## config.mk

```make
export PLATFORM = sky130hd
export DESIGN_NAME = paged_bump_allocator_top_flat
export DESIGN_NICKNAME = d
export VERILOG_FILES = /design/src/rtl/core/pba_pkg.sv /design/src/rtl/core/pba_if.sv /design/src/rtl/core/pba_page_mem.sv /design/src/rtl/core/pba_scan_ctrl.sv /design/src/rtl/core/paged_bump_allocator_top.sv /design/src/flat_wrapper.sv
export SDC_FILE = /design/constraint.sdc
export NUM_CORES = 1
export LEC_CHECK = 0
export BUFFER_PORTS_ARGS = -buffer_cell sky130_fd_sc_hd__buf_2
export CAP_MARGIN = 20
export CORE_UTILIZATION = 56
export CTS_CLUSTER_SIZE = 40
export DETAILED_ROUTE_END_ITERATION = 8
export HOLD_SLACK_MARGIN = 0.12
export PLACE_DENSITY = 0.8
export SLEW_MARGIN = 40
export SYNTH_ARGS = -nofsm -noshare
export SYNTH_HDL_FRONTEND = slang
export SYNTH_SLANG_ARGS = --single-unit
export TNS_END_PERCENT = 5
```

## constraint.sdc

```tcl
create_clock -name i_clk -period 6 [get_ports i_clk]
set_clock_uncertainty 0.1 [all_clocks]
set_input_delay 0.6 -clock i_clk [delete_from_list [all_inputs] [get_ports i_clk]]
set_output_delay 0.6 -clock i_clk [all_outputs]
set_load 0.02 [all_outputs]
```

## src/rtl/core/pba_pkg.sv

```systemverilog
// ----------------------------------------------------------------------------
// pba_pkg
// Types, codes and constants shared by the paged bump allocator.
// ----------------------------------------------------------------------------
package pba_pkg;

    localparam int MAX_PAGES_DEF = 16;

    localparam int SIZE_W     = 16;
    localparam int CAP_W      = 13;
    localparam int FAIL_W     = 4;
    localparam int OP_W       = 2;
    localparam int STAT_W     = 2;
    localparam int PAGE_OUT_W = 4;
    localparam int OFF_W      = 12;
    localparam int CFG_IDX_W  = 2;
    localparam int CFG_DATA_W = 13;

    localparam logic [OP_W-1:0] OP_ALLOC    = 2'd0;
    localparam logic [OP_W-1:0] OP_RESET    = 2'd1;
    localparam logic [OP_W-1:0] OP_RECREATE = 2'd2;

    localparam logic [STAT_W-1:0] STAT_OK        = 2'd0;
    localparam logic [STAT_W-1:0] STAT_TOO_LARGE = 2'd1;
    localparam logic [STAT_W-1:0] STAT_NO_PAGE   = 2'd2;

    localparam logic [CFG_IDX_W-1:0] CFG_CAPACITY = 2'd0;
    localparam logic [CFG_IDX_W-1:0] CFG_LIMIT    = 2'd1;

    localparam logic [CAP_W-1:0]  CAP_RESET   = 13'd4056;
    localparam logic [FAIL_W-1:0] LIMIT_RESET = 4'd4;
    localparam logic [FAIL_W-1:0] FAIL_MAX    = 4'd15;

    typedef enum logic [1:0] {
        ST_IDLE,
        ST_SCAN,
        ST_APPEND,
        ST_DONE
    } t_state;

    typedef struct packed {
        logic [FAIL_W-1:0] fail;
        logic [CAP_W-1:0]  used;
    } t_page_ent;

    typedef struct packed {
        logic we;
        logic clear;
    } t_mem_ctl;

    typedef struct packed {
        logic [CAP_W-1:0]  capacity;
        logic [FAIL_W-1:0] limit;
    } t_cfg;

endpackage

```

## src/rtl/core/pba_if.sv

```systemverilog
// ----------------------------------------------------------------------------
// pba_if
// Handshake channels of the allocator: request items, result items, config.
// ----------------------------------------------------------------------------
interface pba_item_if import pba_pkg::*; ();
    logic              valid;
    logic              ready;
    logic [OP_W-1:0]   opcode;
    logic [SIZE_W-1:0] request_size;

    modport source (output valid, output opcode, output request_size, input ready);
    modport sink   (input valid, input opcode, input request_size, output ready);
endinterface

interface pba_res_if import pba_pkg::*; ();
    logic                  valid;
    logic                  ready;
    logic [STAT_W-1:0]     status;
    logic [PAGE_OUT_W-1:0] page_index;
    logic [OFF_W-1:0]      byte_offset;

    modport source (output valid, output status, output page_index, output byte_offset,
                    input ready);
    modport sink   (input valid, input status, input page_index, input byte_offset,
                    output ready);
endinterface

interface pba_cfg_if import pba_pkg::*; ();
    logic                  valid;
    logic                  ready;
    logic [CFG_IDX_W-1:0]  index;
    logic [CFG_DATA_W-1:0] data;

    modport source (output valid, output index, output data, input ready);
    modport sink   (input valid, input index, input data, output ready);
endinterface

```

## src/rtl/core/pba_page_mem.sv

```systemverilog
// ----------------------------------------------------------------------------
// pba_page_mem
// Page table RAM: fill mark and fail count per page, registered read,
// per-entry valid bits so that a clear takes effect at once.
// ----------------------------------------------------------------------------
module pba_page_mem import pba_pkg::*; #(
    parameter int MAX_PAGES = MAX_PAGES_DEF,
    parameter int PG_W      = (MAX_PAGES > 1) ? $clog2(MAX_PAGES) : 1
) (
    input  logic            i_clk,
    input  logic            i_rst_n,
    input  t_mem_ctl        i_ctl,
    input  logic [PG_W-1:0] i_waddr,
    input  t_page_ent       i_wdata,
    input  logic [PG_W-1:0] i_raddr,
    output t_page_ent       o_rdata
);

    t_page_ent              r_mem [MAX_PAGES];
    logic [MAX_PAGES-1:0]   r_valid;
    t_page_ent              r_rdata;
    logic                   r_rvalid;

    always_ff @(posedge i_clk) begin
        if (i_ctl.we) begin
            r_mem[i_waddr] <= i_wdata;
        end
        r_rdata <= r_mem[i_raddr];
    end

    always_ff @(posedge i_clk) begin
        if (!i_rst_n || i_ctl.clear) begin
            r_valid  <= '0;
            r_rvalid <= 1'b0;
        end else begin
            if (i_ctl.we) begin
                r_valid[i_waddr] <= 1'b1;
            end
            r_rvalid <= r_valid[i_raddr];
        end
    end

    assign o_rdata = r_rvalid ? r_rdata : '0;

endmodule

```

## src/rtl/core/pba_scan_ctrl.sv

```systemverilog
// ----------------------------------------------------------------------------
// pba_scan_ctrl
// Request sequencer: page scan over the page RAM, append, result register.
// ----------------------------------------------------------------------------
module pba_scan_ctrl import pba_pkg::*; #(
    parameter int MAX_PAGES = MAX_PAGES_DEF,
    parameter int PG_W      = (MAX_PAGES > 1) ? $clog2(MAX_PAGES) : 1,
    parameter int CNT_W     = $clog2(MAX_PAGES + 1)
) (
    input  logic            i_clk,
    input  logic            i_rst_n,
    input  t_cfg            i_cfg,
    pba_item_if.sink        i_item,
    pba_res_if.source       o_res,
    output t_mem_ctl        o_mem_ctl,
    output logic [PG_W-1:0] o_waddr,
    output t_page_ent       o_wdata,
    output logic [PG_W-1:0] o_raddr,
    input  t_page_ent       i_rdata
);

    localparam logic [CNT_W-1:0] PAGES_MAX = CNT_W'(MAX_PAGES);

    t_state                r_state, n_state;
    logic [CNT_W-1:0]      r_pg, n_pg;
    logic [CNT_W-1:0]      r_cur, n_cur;
    logic [CNT_W-1:0]      r_pages, n_pages;
    logic                  r_chain, n_chain;
    logic [CAP_W-1:0]      r_size, n_size;
    logic [STAT_W-1:0]     r_stat, n_stat;
    logic [PAGE_OUT_W-1:0] r_page, n_page;
    logic [OFF_W-1:0]      r_off, n_off;
    logic                  r_ovalid, n_ovalid;
    logic [STAT_W-1:0]     r_ostat, n_ostat;
    logic [PAGE_OUT_W-1:0] r_opage, n_opage;
    logic [OFF_W-1:0]      r_ooff, n_ooff;

    logic                  accept;
    logic [CAP_W-1:0]      room;
    logic                  fit;
    logic [FAIL_W-1:0]     fail_inc;
    logic [CNT_W-1:0]      pg_next;

    assign i_item.ready = (r_state == ST_IDLE);
    assign accept       = i_item.valid && i_item.ready;

    assign o_res.valid       = r_ovalid;
    assign o_res.status      = r_ostat;
    assign o_res.page_index  = r_opage;
    assign o_res.byte_offset = r_ooff;

    assign room     = (i_rdata.used >= i_cfg.capacity) ? '0 : i_cfg.capacity - i_rdata.used;
    assign fit      = (room >= r_size);
    assign fail_inc = (i_rdata.fail == FAIL_MAX) ? i_rdata.fail : i_rdata.fail + 1'b1;
    assign pg_next  = CNT_W'(r_pg + 1'b1);

    always_ff @(posedge i_clk) begin
        if (!i_rst_n) begin
            r_state  <= ST_IDLE;
            r_cur    <= '0;
            r_pages  <= CNT_W'(1);
            r_ovalid <= 1'b0;
        end else begin
            r_state  <= n_state;
            r_cur    <= n_cur;
            r_pages  <= n_pages;
            r_ovalid <= n_ovalid;
        end
    end

    always_ff @(posedge i_clk) begin
        r_pg    <= n_pg;
        r_chain <= n_chain;
        r_size  <= n_size;
        r_stat  <= n_stat;
        r_page  <= n_page;
        r_off   <= n_off;
        r_ostat <= n_ostat;
        r_opage <= n_opage;
        r_ooff  <= n_ooff;
    end

    always_comb begin
        n_state   = r_state;
        n_pg      = r_pg;
        n_cur     = r_cur;
        n_pages   = r_pages;
        n_chain   = r_chain;
        n_size    = r_size;
        n_stat    = r_stat;
        n_page    = r_page;
        n_off     = r_off;
        n_ovalid  = r_ovalid && !o_res.ready;
        n_ostat   = r_ostat;
        n_opage   = r_opage;
        n_ooff    = r_ooff;
        o_mem_ctl = '0;
        o_waddr   = r_pg[PG_W-1:0];
        o_wdata   = i_rdata;
        o_raddr   = r_cur[PG_W-1:0];

        case (r_state)
            ST_IDLE: begin
                if (accept) begin
                    n_stat  = STAT_OK;
                    n_page  = '0;
                    n_off   = '0;
                    n_state = ST_DONE;
                    case (i_item.opcode)
                        OP_RESET: begin
                            o_mem_ctl.clear = 1'b1;
                            n_cur           = '0;
                        end
                        OP_RECREATE: begin
                            o_mem_ctl.clear = 1'b1;
                            n_cur           = '0;
                            n_pages         = CNT_W'(1);
                        end
                        OP_ALLOC: begin
                            if (i_item.request_size > SIZE_W'(i_cfg.capacity)) begin
                                n_stat = STAT_TOO_LARGE;
                            end else begin
                                n_size  = i_item.request_size[CAP_W-1:0];
                                n_pg    = r_cur;
                                n_chain = 1'b1;
                                n_state = (r_cur < r_pages) ? ST_SCAN : ST_APPEND;
                            end
                        end
                        default: begin
                        end
                    endcase
                end
            end

            ST_SCAN: begin
                o_mem_ctl.we = 1'b1;
                o_waddr      = r_pg[PG_W-1:0];
                if (fit) begin
                    o_wdata.fail = i_rdata.fail;
                    o_wdata.used = i_rdata.used + r_size;
                    n_stat       = STAT_OK;
                    n_page       = PAGE_OUT_W'(r_pg);
                    n_off        = i_rdata.used[OFF_W-1:0];
                    n_state      = ST_DONE;
                end else begin
                    o_wdata.fail = fail_inc;
                    o_wdata.used = i_rdata.used;
                    if (r_chain && (fail_inc > i_cfg.limit)) begin
                        n_cur = pg_next;
                    end else begin
                        n_chain = 1'b0;
                    end
                    n_pg    = pg_next;
                    o_raddr = pg_next[PG_W-1:0];
                    n_state = (pg_next < r_pages) ? ST_SCAN : ST_APPEND;
                end
            end

            ST_APPEND: begin
                n_page  = '0;
                n_off   = '0;
                n_state = ST_DONE;
                if (r_pages < PAGES_MAX) begin
                    o_mem_ctl.we = 1'b1;
                    o_waddr      = r_pages[PG_W-1:0];
                    o_wdata.fail = '0;
                    o_wdata.used = r_size;
                    n_pages      = CNT_W'(r_pages + 1'b1);
                    n_stat       = STAT_OK;
                    n_page       = PAGE_OUT_W'(r_pages);
                end else begin
                    n_stat = STAT_NO_PAGE;
                end
            end

            ST_DONE: begin
                if (!r_ovalid || o_res.ready) begin
                    n_ovalid = 1'b1;
                    n_ostat  = r_stat;
                    n_opage  = r_page;
                    n_ooff   = r_off;
                    n_state  = ST_IDLE;
                end
            end

            default: begin
                n_state = ST_IDLE;
            end
        endcase
    end

endmodule

```

## src/rtl/core/paged_bump_allocator_top.sv

```systemverilog
// ----------------------------------------------------------------------------
// paged_bump_allocator_top
// Bump allocator over a chain of equal-sized pages.
//
// Channels: i_item carries requests (opcode, request_size), o_res returns one
// result item per request (status, page_index, byte_offset), i_cfg writes
// page_capacity (index 0) and fail_limit (index 1). i_cfg is always ready; the
// user must write it only while the block is idle (not enforced by the block).
// One request is in flight at a time. An allocate reads the page RAM from the
// current page on, one page per cycle, tries to append a page if none fits,
// and then loads the result register. Reset, recreate, unused opcodes and
// too-large requests skip the scan and go straight to the result stage.
// A new request is taken as soon as the previous one has reached the result
// stage; if the receiver stalls, the finished result waits in the sequencer
// until the output register frees, and the channel holds its payload.
// Reset clears all pages at once via valid bits: no clearing pass, one page
// exists, current page is zero, registers return to 4056 and 4.
// ----------------------------------------------------------------------------
module paged_bump_allocator_top import pba_pkg::*; #(
    parameter int MAX_PAGES = MAX_PAGES_DEF
) (
    input  logic      i_clk,
    input  logic      i_rst_n,
    pba_item_if.sink  i_item,
    pba_res_if.source o_res,
    pba_cfg_if.sink   i_cfg
);

    localparam int PG_W  = (MAX_PAGES > 1) ? $clog2(MAX_PAGES) : 1;
    localparam int CNT_W = $clog2(MAX_PAGES + 1);

    t_cfg            r_cfg;
    t_mem_ctl        mem_ctl;
    logic [PG_W-1:0] mem_waddr;
    logic [PG_W-1:0] mem_raddr;
    t_page_ent       mem_wdata;
    t_page_ent       mem_rdata;

    assign i_cfg.ready = 1'b1;

    always_ff @(posedge i_clk) begin
        if (!i_rst_n) begin
            r_cfg.capacity <= CAP_RESET;
            r_cfg.limit    <= LIMIT_RESET;
        end else if (i_cfg.valid && i_cfg.ready) begin
            case (i_cfg.index)
                CFG_CAPACITY: r_cfg.capacity <= i_cfg.data[CAP_W-1:0];
                CFG_LIMIT:    r_cfg.limit    <= i_cfg.data[FAIL_W-1:0];
                default: begin
                end
            endcase
        end
    end

    pba_scan_ctrl #(
        .MAX_PAGES (MAX_PAGES),
        .PG_W      (PG_W),
        .CNT_W     (CNT_W)
    ) u_ctrl (
        .i_clk     (i_clk),
        .i_rst_n   (i_rst_n),
        .i_cfg     (r_cfg),
        .i_item    (i_item),
        .o_res     (o_res),
        .o_mem_ctl (mem_ctl),
        .o_waddr   (mem_waddr),
        .o_wdata   (mem_wdata),
        .o_raddr   (mem_raddr),
        .i_rdata   (mem_rdata)
    );

    pba_page_mem #(
        .MAX_PAGES (MAX_PAGES),
        .PG_W      (PG_W)
    ) u_mem (
        .i_clk   (i_clk),
        .i_rst_n (i_rst_n),
        .i_ctl   (mem_ctl),
        .i_waddr (mem_waddr),
        .i_wdata (mem_wdata),
        .i_raddr (mem_raddr),
        .o_rdata (mem_rdata)
    );

    a_err_zero: assert property (@(posedge i_clk) disable iff (!i_rst_n)
        (o_res.valid && (o_res.status != STAT_OK)) |->
            ((o_res.page_index == '0) && (o_res.byte_offset == '0)))
        else $error("error result carries a nonzero page or offset");

    a_busy_after_accept: assert property (@(posedge i_clk) disable iff (!i_rst_n)
        (i_item.valid && i_item.ready) |=> !i_item.ready)
        else $error("second item accepted while one is in flight");

    a_quick_ops: assert property (@(posedge i_clk) disable iff (!i_rst_n)
        (i_item.valid && i_item.ready && (i_item.opcode != OP_ALLOC) && !o_res.valid)
            |-> ##2 o_res.valid)
        else $error("non-allocate item did not finish in two cycles");

endmodule

```

## src/flat_wrapper.sv

```systemverilog
// flat-port wrapper written by rule: the top's interface ports become plain ports
module paged_bump_allocator_top_flat import pba_pkg::*;
#(
    parameter int MAX_PAGES = MAX_PAGES_DEF
)
  (i_clk, i_rst_n, i_item_valid, i_item_opcode, i_item_request_size, i_item_ready, o_res_valid, o_res_status, o_res_page_index, o_res_byte_offset, o_res_ready, i_cfg_valid, i_cfg_index, i_cfg_data, i_cfg_ready);
  pba_item_if i_item_i ();
  pba_res_if o_res_i ();
  pba_cfg_if i_cfg_i ();
  input  logic i_clk;
  input  logic i_rst_n;
  input wire logic [$bits(i_item_i.valid)-1:0] i_item_valid;
  input wire logic [$bits(i_item_i.opcode)-1:0] i_item_opcode;
  input wire logic [$bits(i_item_i.request_size)-1:0] i_item_request_size;
  output wire logic [$bits(i_item_i.ready)-1:0] i_item_ready;
  output wire logic [$bits(o_res_i.valid)-1:0] o_res_valid;
  output wire logic [$bits(o_res_i.status)-1:0] o_res_status;
  output wire logic [$bits(o_res_i.page_index)-1:0] o_res_page_index;
  output wire logic [$bits(o_res_i.byte_offset)-1:0] o_res_byte_offset;
  input wire logic [$bits(o_res_i.ready)-1:0] o_res_ready;
  input wire logic [$bits(i_cfg_i.valid)-1:0] i_cfg_valid;
  input wire logic [$bits(i_cfg_i.index)-1:0] i_cfg_index;
  input wire logic [$bits(i_cfg_i.data)-1:0] i_cfg_data;
  output wire logic [$bits(i_cfg_i.ready)-1:0] i_cfg_ready;
  assign i_item_i.valid = i_item_valid;
  assign i_item_i.opcode = i_item_opcode;
  assign i_item_i.request_size = i_item_request_size;
  assign i_item_ready = i_item_i.ready;
  assign o_res_valid = o_res_i.valid;
  assign o_res_status = o_res_i.status;
  assign o_res_page_index = o_res_i.page_index;
  assign o_res_byte_offset = o_res_i.byte_offset;
  assign o_res_i.ready = o_res_ready;
  assign i_cfg_i.valid = i_cfg_valid;
  assign i_cfg_i.index = i_cfg_index;
  assign i_cfg_i.data = i_cfg_data;
  assign i_cfg_ready = i_cfg_i.ready;
  paged_bump_allocator_top #(.MAX_PAGES(MAX_PAGES)) u_core (.i_clk(i_clk), .i_rst_n(i_rst_n), .i_item(i_item_i), .o_res(o_res_i), .i_cfg(i_cfg_i));
endmodule
```

==> impl_results.md <==
- Status: finished, final reports clean
- First drt pass iteration count: 6
- Combinational group share of total power: 26.7%
- Die X: 179.0 µm
- CTS Root Cell: clkbuf_16
- EDFF count, synth: 327
- H-tree depth: 2
- CTS Sinks: 391
- Ant. Diodes: 0
- Synth async-reset ratio: 0%
- Maximum achievable frequency: 173.8 MHz
- Syn Nets: 1447
- DIE HEIGHT: 179.0 µm
- Least-Margin Pin Slew: 818.4 ps
- WP data required: 6330 ps
- Total core area: 0.03067 mm²
- Post-synth top area share: 55.99%
- WHS: 151.5 ps
- Largest fanout on the critical path: 38
- IO Port Bufs: 57
- Final HPWL DP: 26.52 mm
- Yosys cell types: 64
- Final hold viol count: 0
- First-pass GRT wire length: 64.00 mm
- Clk pin slew, worst setup/hold paths: 60 ps
- Largest net degree at the start of global routing: 39
- Antenna viol nets, final: 0
- Gpl congestion: 0.9821
- Share of cells above drive strength 1: 14.51%
- Post-synth top area cell: edfxtp_1
- Worst Setup Start Kind: flop
- Sequential fraction of design power: 44.5%
- Commonest cells post-synth: edfxtp_1, mux2i_1, nand2_1, nor2_1, o22ai_1
- Hold Crit Class: input port to flop
- Die area: 0.03203 mm²
- Vias in the first global route: 11.31k
- Hold path cells: 1
- Final setup fails: 0
- Relative slew slack: 45.38%
- # nets final: 1550
- Sw frac: 31.85%
- Via count: 11.49k
- Iter 0 DRT Violations: 1123
- Reg2Reg Depth: 24
- Vias per cell: 6.165
- Synth Instances: 1335
- Tmin final: 5755 ps
- Max_cap viols: 0
- Total wire length: 42.17 mm
- Top cells by area, synth: edfxtp_1, mux2i_1, dfxtp_1
- Tot GR Track Use: 26.99%
- Yosys warnings: 0
- RSZ-0062 raised after global routing: no
- Hold_buf cts: 0
- Worst setup path class: flop to flop
- Synth Flop Type: edfxtp_1
- Fin Setup TNS: 0 ps
- Pwr per Cell Area: 401.2 mW/mm²
- Switching power: 2536 µW
- Floorplan row count: 64
- DRC: 0
- Global route overflow: 0
- Initial Utilization: 57.19%
- Clk pwr share: 28.8%
- Initial antenna violation count: 0
- Post-synthesis cell area: 0.01754 mm²
- TritonCTS Buffers: 39
- Clock Latency Late Sink: 560 ps
- CTS max path bufs: 3
- Fin crit share: 95.91%
- LEAKAGE: 0.008141 µW
- Crit path DAT: 6090 ps
- Count leader, synth: edfxtp_1
- Number of top-level pins: 59
- Seq/Total Area, Yosys: 63.29%
- Register bit total from synthesis: 391
- CTS tree: built
- Maximum VDD drop: 0.0002736 V
- Final Max Slew Viols: 0
- P&R area growth vs syn: 13.16%
- Syn_area_per_cell: 13.14 µm²
- Drt wl/cell: 22.62 µm
- P_int: 5427 µW
- Crit. End Element: flop
[what timing repair did]
action	4_1_cts	5_1_grt
resized for setup	0	11
endpoints found under the setup margin	1	18
setup buffers	2	0
pin swaps	0	0
[cell type report]
type,instances,area [µm²]
flip-flops and latches,391,11100
multi-input cells,818,5983
clock inverters,20,165.2
repair buffers,115,798.3
clock buffers,51,1031
inverters,73,274.0
well taps,396,495.5
fillers,2192,10820
[worst max-delay path, stage by stage (launching register included)]
cell and delay [ps]:
dfxtp_1 410, buf_4 210, nand2_2 130, ha_1 380, a21o_1 170, a21oi_1 210, a21boi_0 120, o21ai_0 230
a21oi_1 150, o2111ai_1 260, buf_4 220, a21boi_0 110, ha_1 300, nand2_1 50, o21ai_0 260, a21oi_1 140
a21oi_2 270, buf_6 250, nor3_1 100, a21oi_4 160, buf_12 170, buf_16 240, mux2i_2 290, o22ai_1 110
or4_1 540
[cell usage in the layout (no fill, tap or decap), drive strengths merged, types with 3 or more instances in the layout]
cell type	synthesis	layout
nor3	18	18
nor2b	20	20
buf	30	115
nor2	84	84
a21o	18	18
a31oi	8	8
xor2	9	9
o31ai	3	3
nand3	21	21
o221ai	6	6
o21bai	7	7
clkbuf	23	51
nand4	9	9
and2	10	10
and3	4	4
dfxtp	64	64
mux2i	147	147
a22o	4	4
o21a	13	13
ha	72	72
nand2	97	97
o211ai	13	13
o22ai	76	76
clkinv	1	18
nor3b	4	4
or2	3	3
inv	72	73
nand2b	9	9
or4	18	18
mux4	3	3
a22oi	4	4
a21boi	14	14
a21oi	40	40
edfxtp	327	327
o21ai	47	47
xnor2	14	14
[power groups by stage]
stage	clock network [µW]	registers [µW]	logic, µW
6_report	2300	3540	2130
3_3_place_gp	0	3580	1990
4_1_cts	2330	3540	2080
3_5_place_dp	0	3590	2040
2_1_floorplan	0	3550	1430
5_1_grt	2430	3560	2290
[routing by layer]
metal	track usage, %	wire length [µm]	vias up
li1	-	-	5218
met1	35.31	16750	5581
met2	44.45	19890	564
met3	4.856	3893	128
met4	11.05	1637	0
met5	0	0	-
[cells by family after synthesis]
kind of cell / after synthesis / synth area share, %
xor+xnor: 23 / 1.149
buf+inv: 126 / 3.153
simple gates: 303 / 8.332
compound gates: 265 / 9.745
mux: 152 / 8.946
other cells: 1 / 0.02138
flops: 391 / 63.29
fa+ha+maj: 74 / 5.365
[stage by stage]
step | total power (µW) | worst slack [ps] | util [%] | area (µm²) | std cells
after floorplan | 4979 | 286.5 | - | 17540 | 1335
after global placement | 5569 | 151.7 | 60.58 | 18580 | 1791
after detailed placement | 5631 | 65.35 | 60.60 | 18590 | 1791
after CTS | 7941 | 60.91 | 64.59 | 19810 | 1864
after global routing | 8275 | 5.813 | 64.72 | 19850 | 1864
final | 7964 | 245.2 | 64.72 | 19850 | 1864
[registers in the layout (all words and copies together) (netlist names), 2 cells and up]
signal,count
u_core.u_mem.r_mem,272
u_core.r_cfg,17
u_core.u_mem.r_rdata,17
u_core.u_mem.r_valid,16
u_core.u_ctrl.r_size,13
u_core.u_ctrl.o_res.byte_offset,12
u_core.u_ctrl.r_off,12
u_core.u_ctrl.r_cur,5
u_core.u_ctrl.r_pages,5
u_core.u_ctrl.r_pg,5
u_core.u_ctrl.o_res.page_index,4
u_core.u_ctrl.r_page,4
u_core.u_ctrl.o_res.status,2
u_core.u_ctrl.r_stat,2
u_core.u_ctrl.r_state,2
[path summary, 6_finish.rpt]
check                                            start                                           end  slack (ps)
hold / removal                  i_item_request_size[5]             u_core.u_ctrl.r_size[5]$_DFFE_PP_         150
setup reg to reg      u_core.u_mem.r_rvalid$_SDFF_PP0_              u_core.u_mem.r_rdata[12]$_DFF_P_         250
hold reg to reg   u_core.u_ctrl.r_off[8]$_SDFFCE_PN0P_  u_core.u_ctrl.o_res.byte_offset[8]$_DFFE_PP_         320
setup / recovery      u_core.u_mem.r_rvalid$_SDFF_PP0_              u_core.u_mem.r_rdata[12]$_DFF_P_         250
Note: power is estimated with default switching activity, not from simulation.
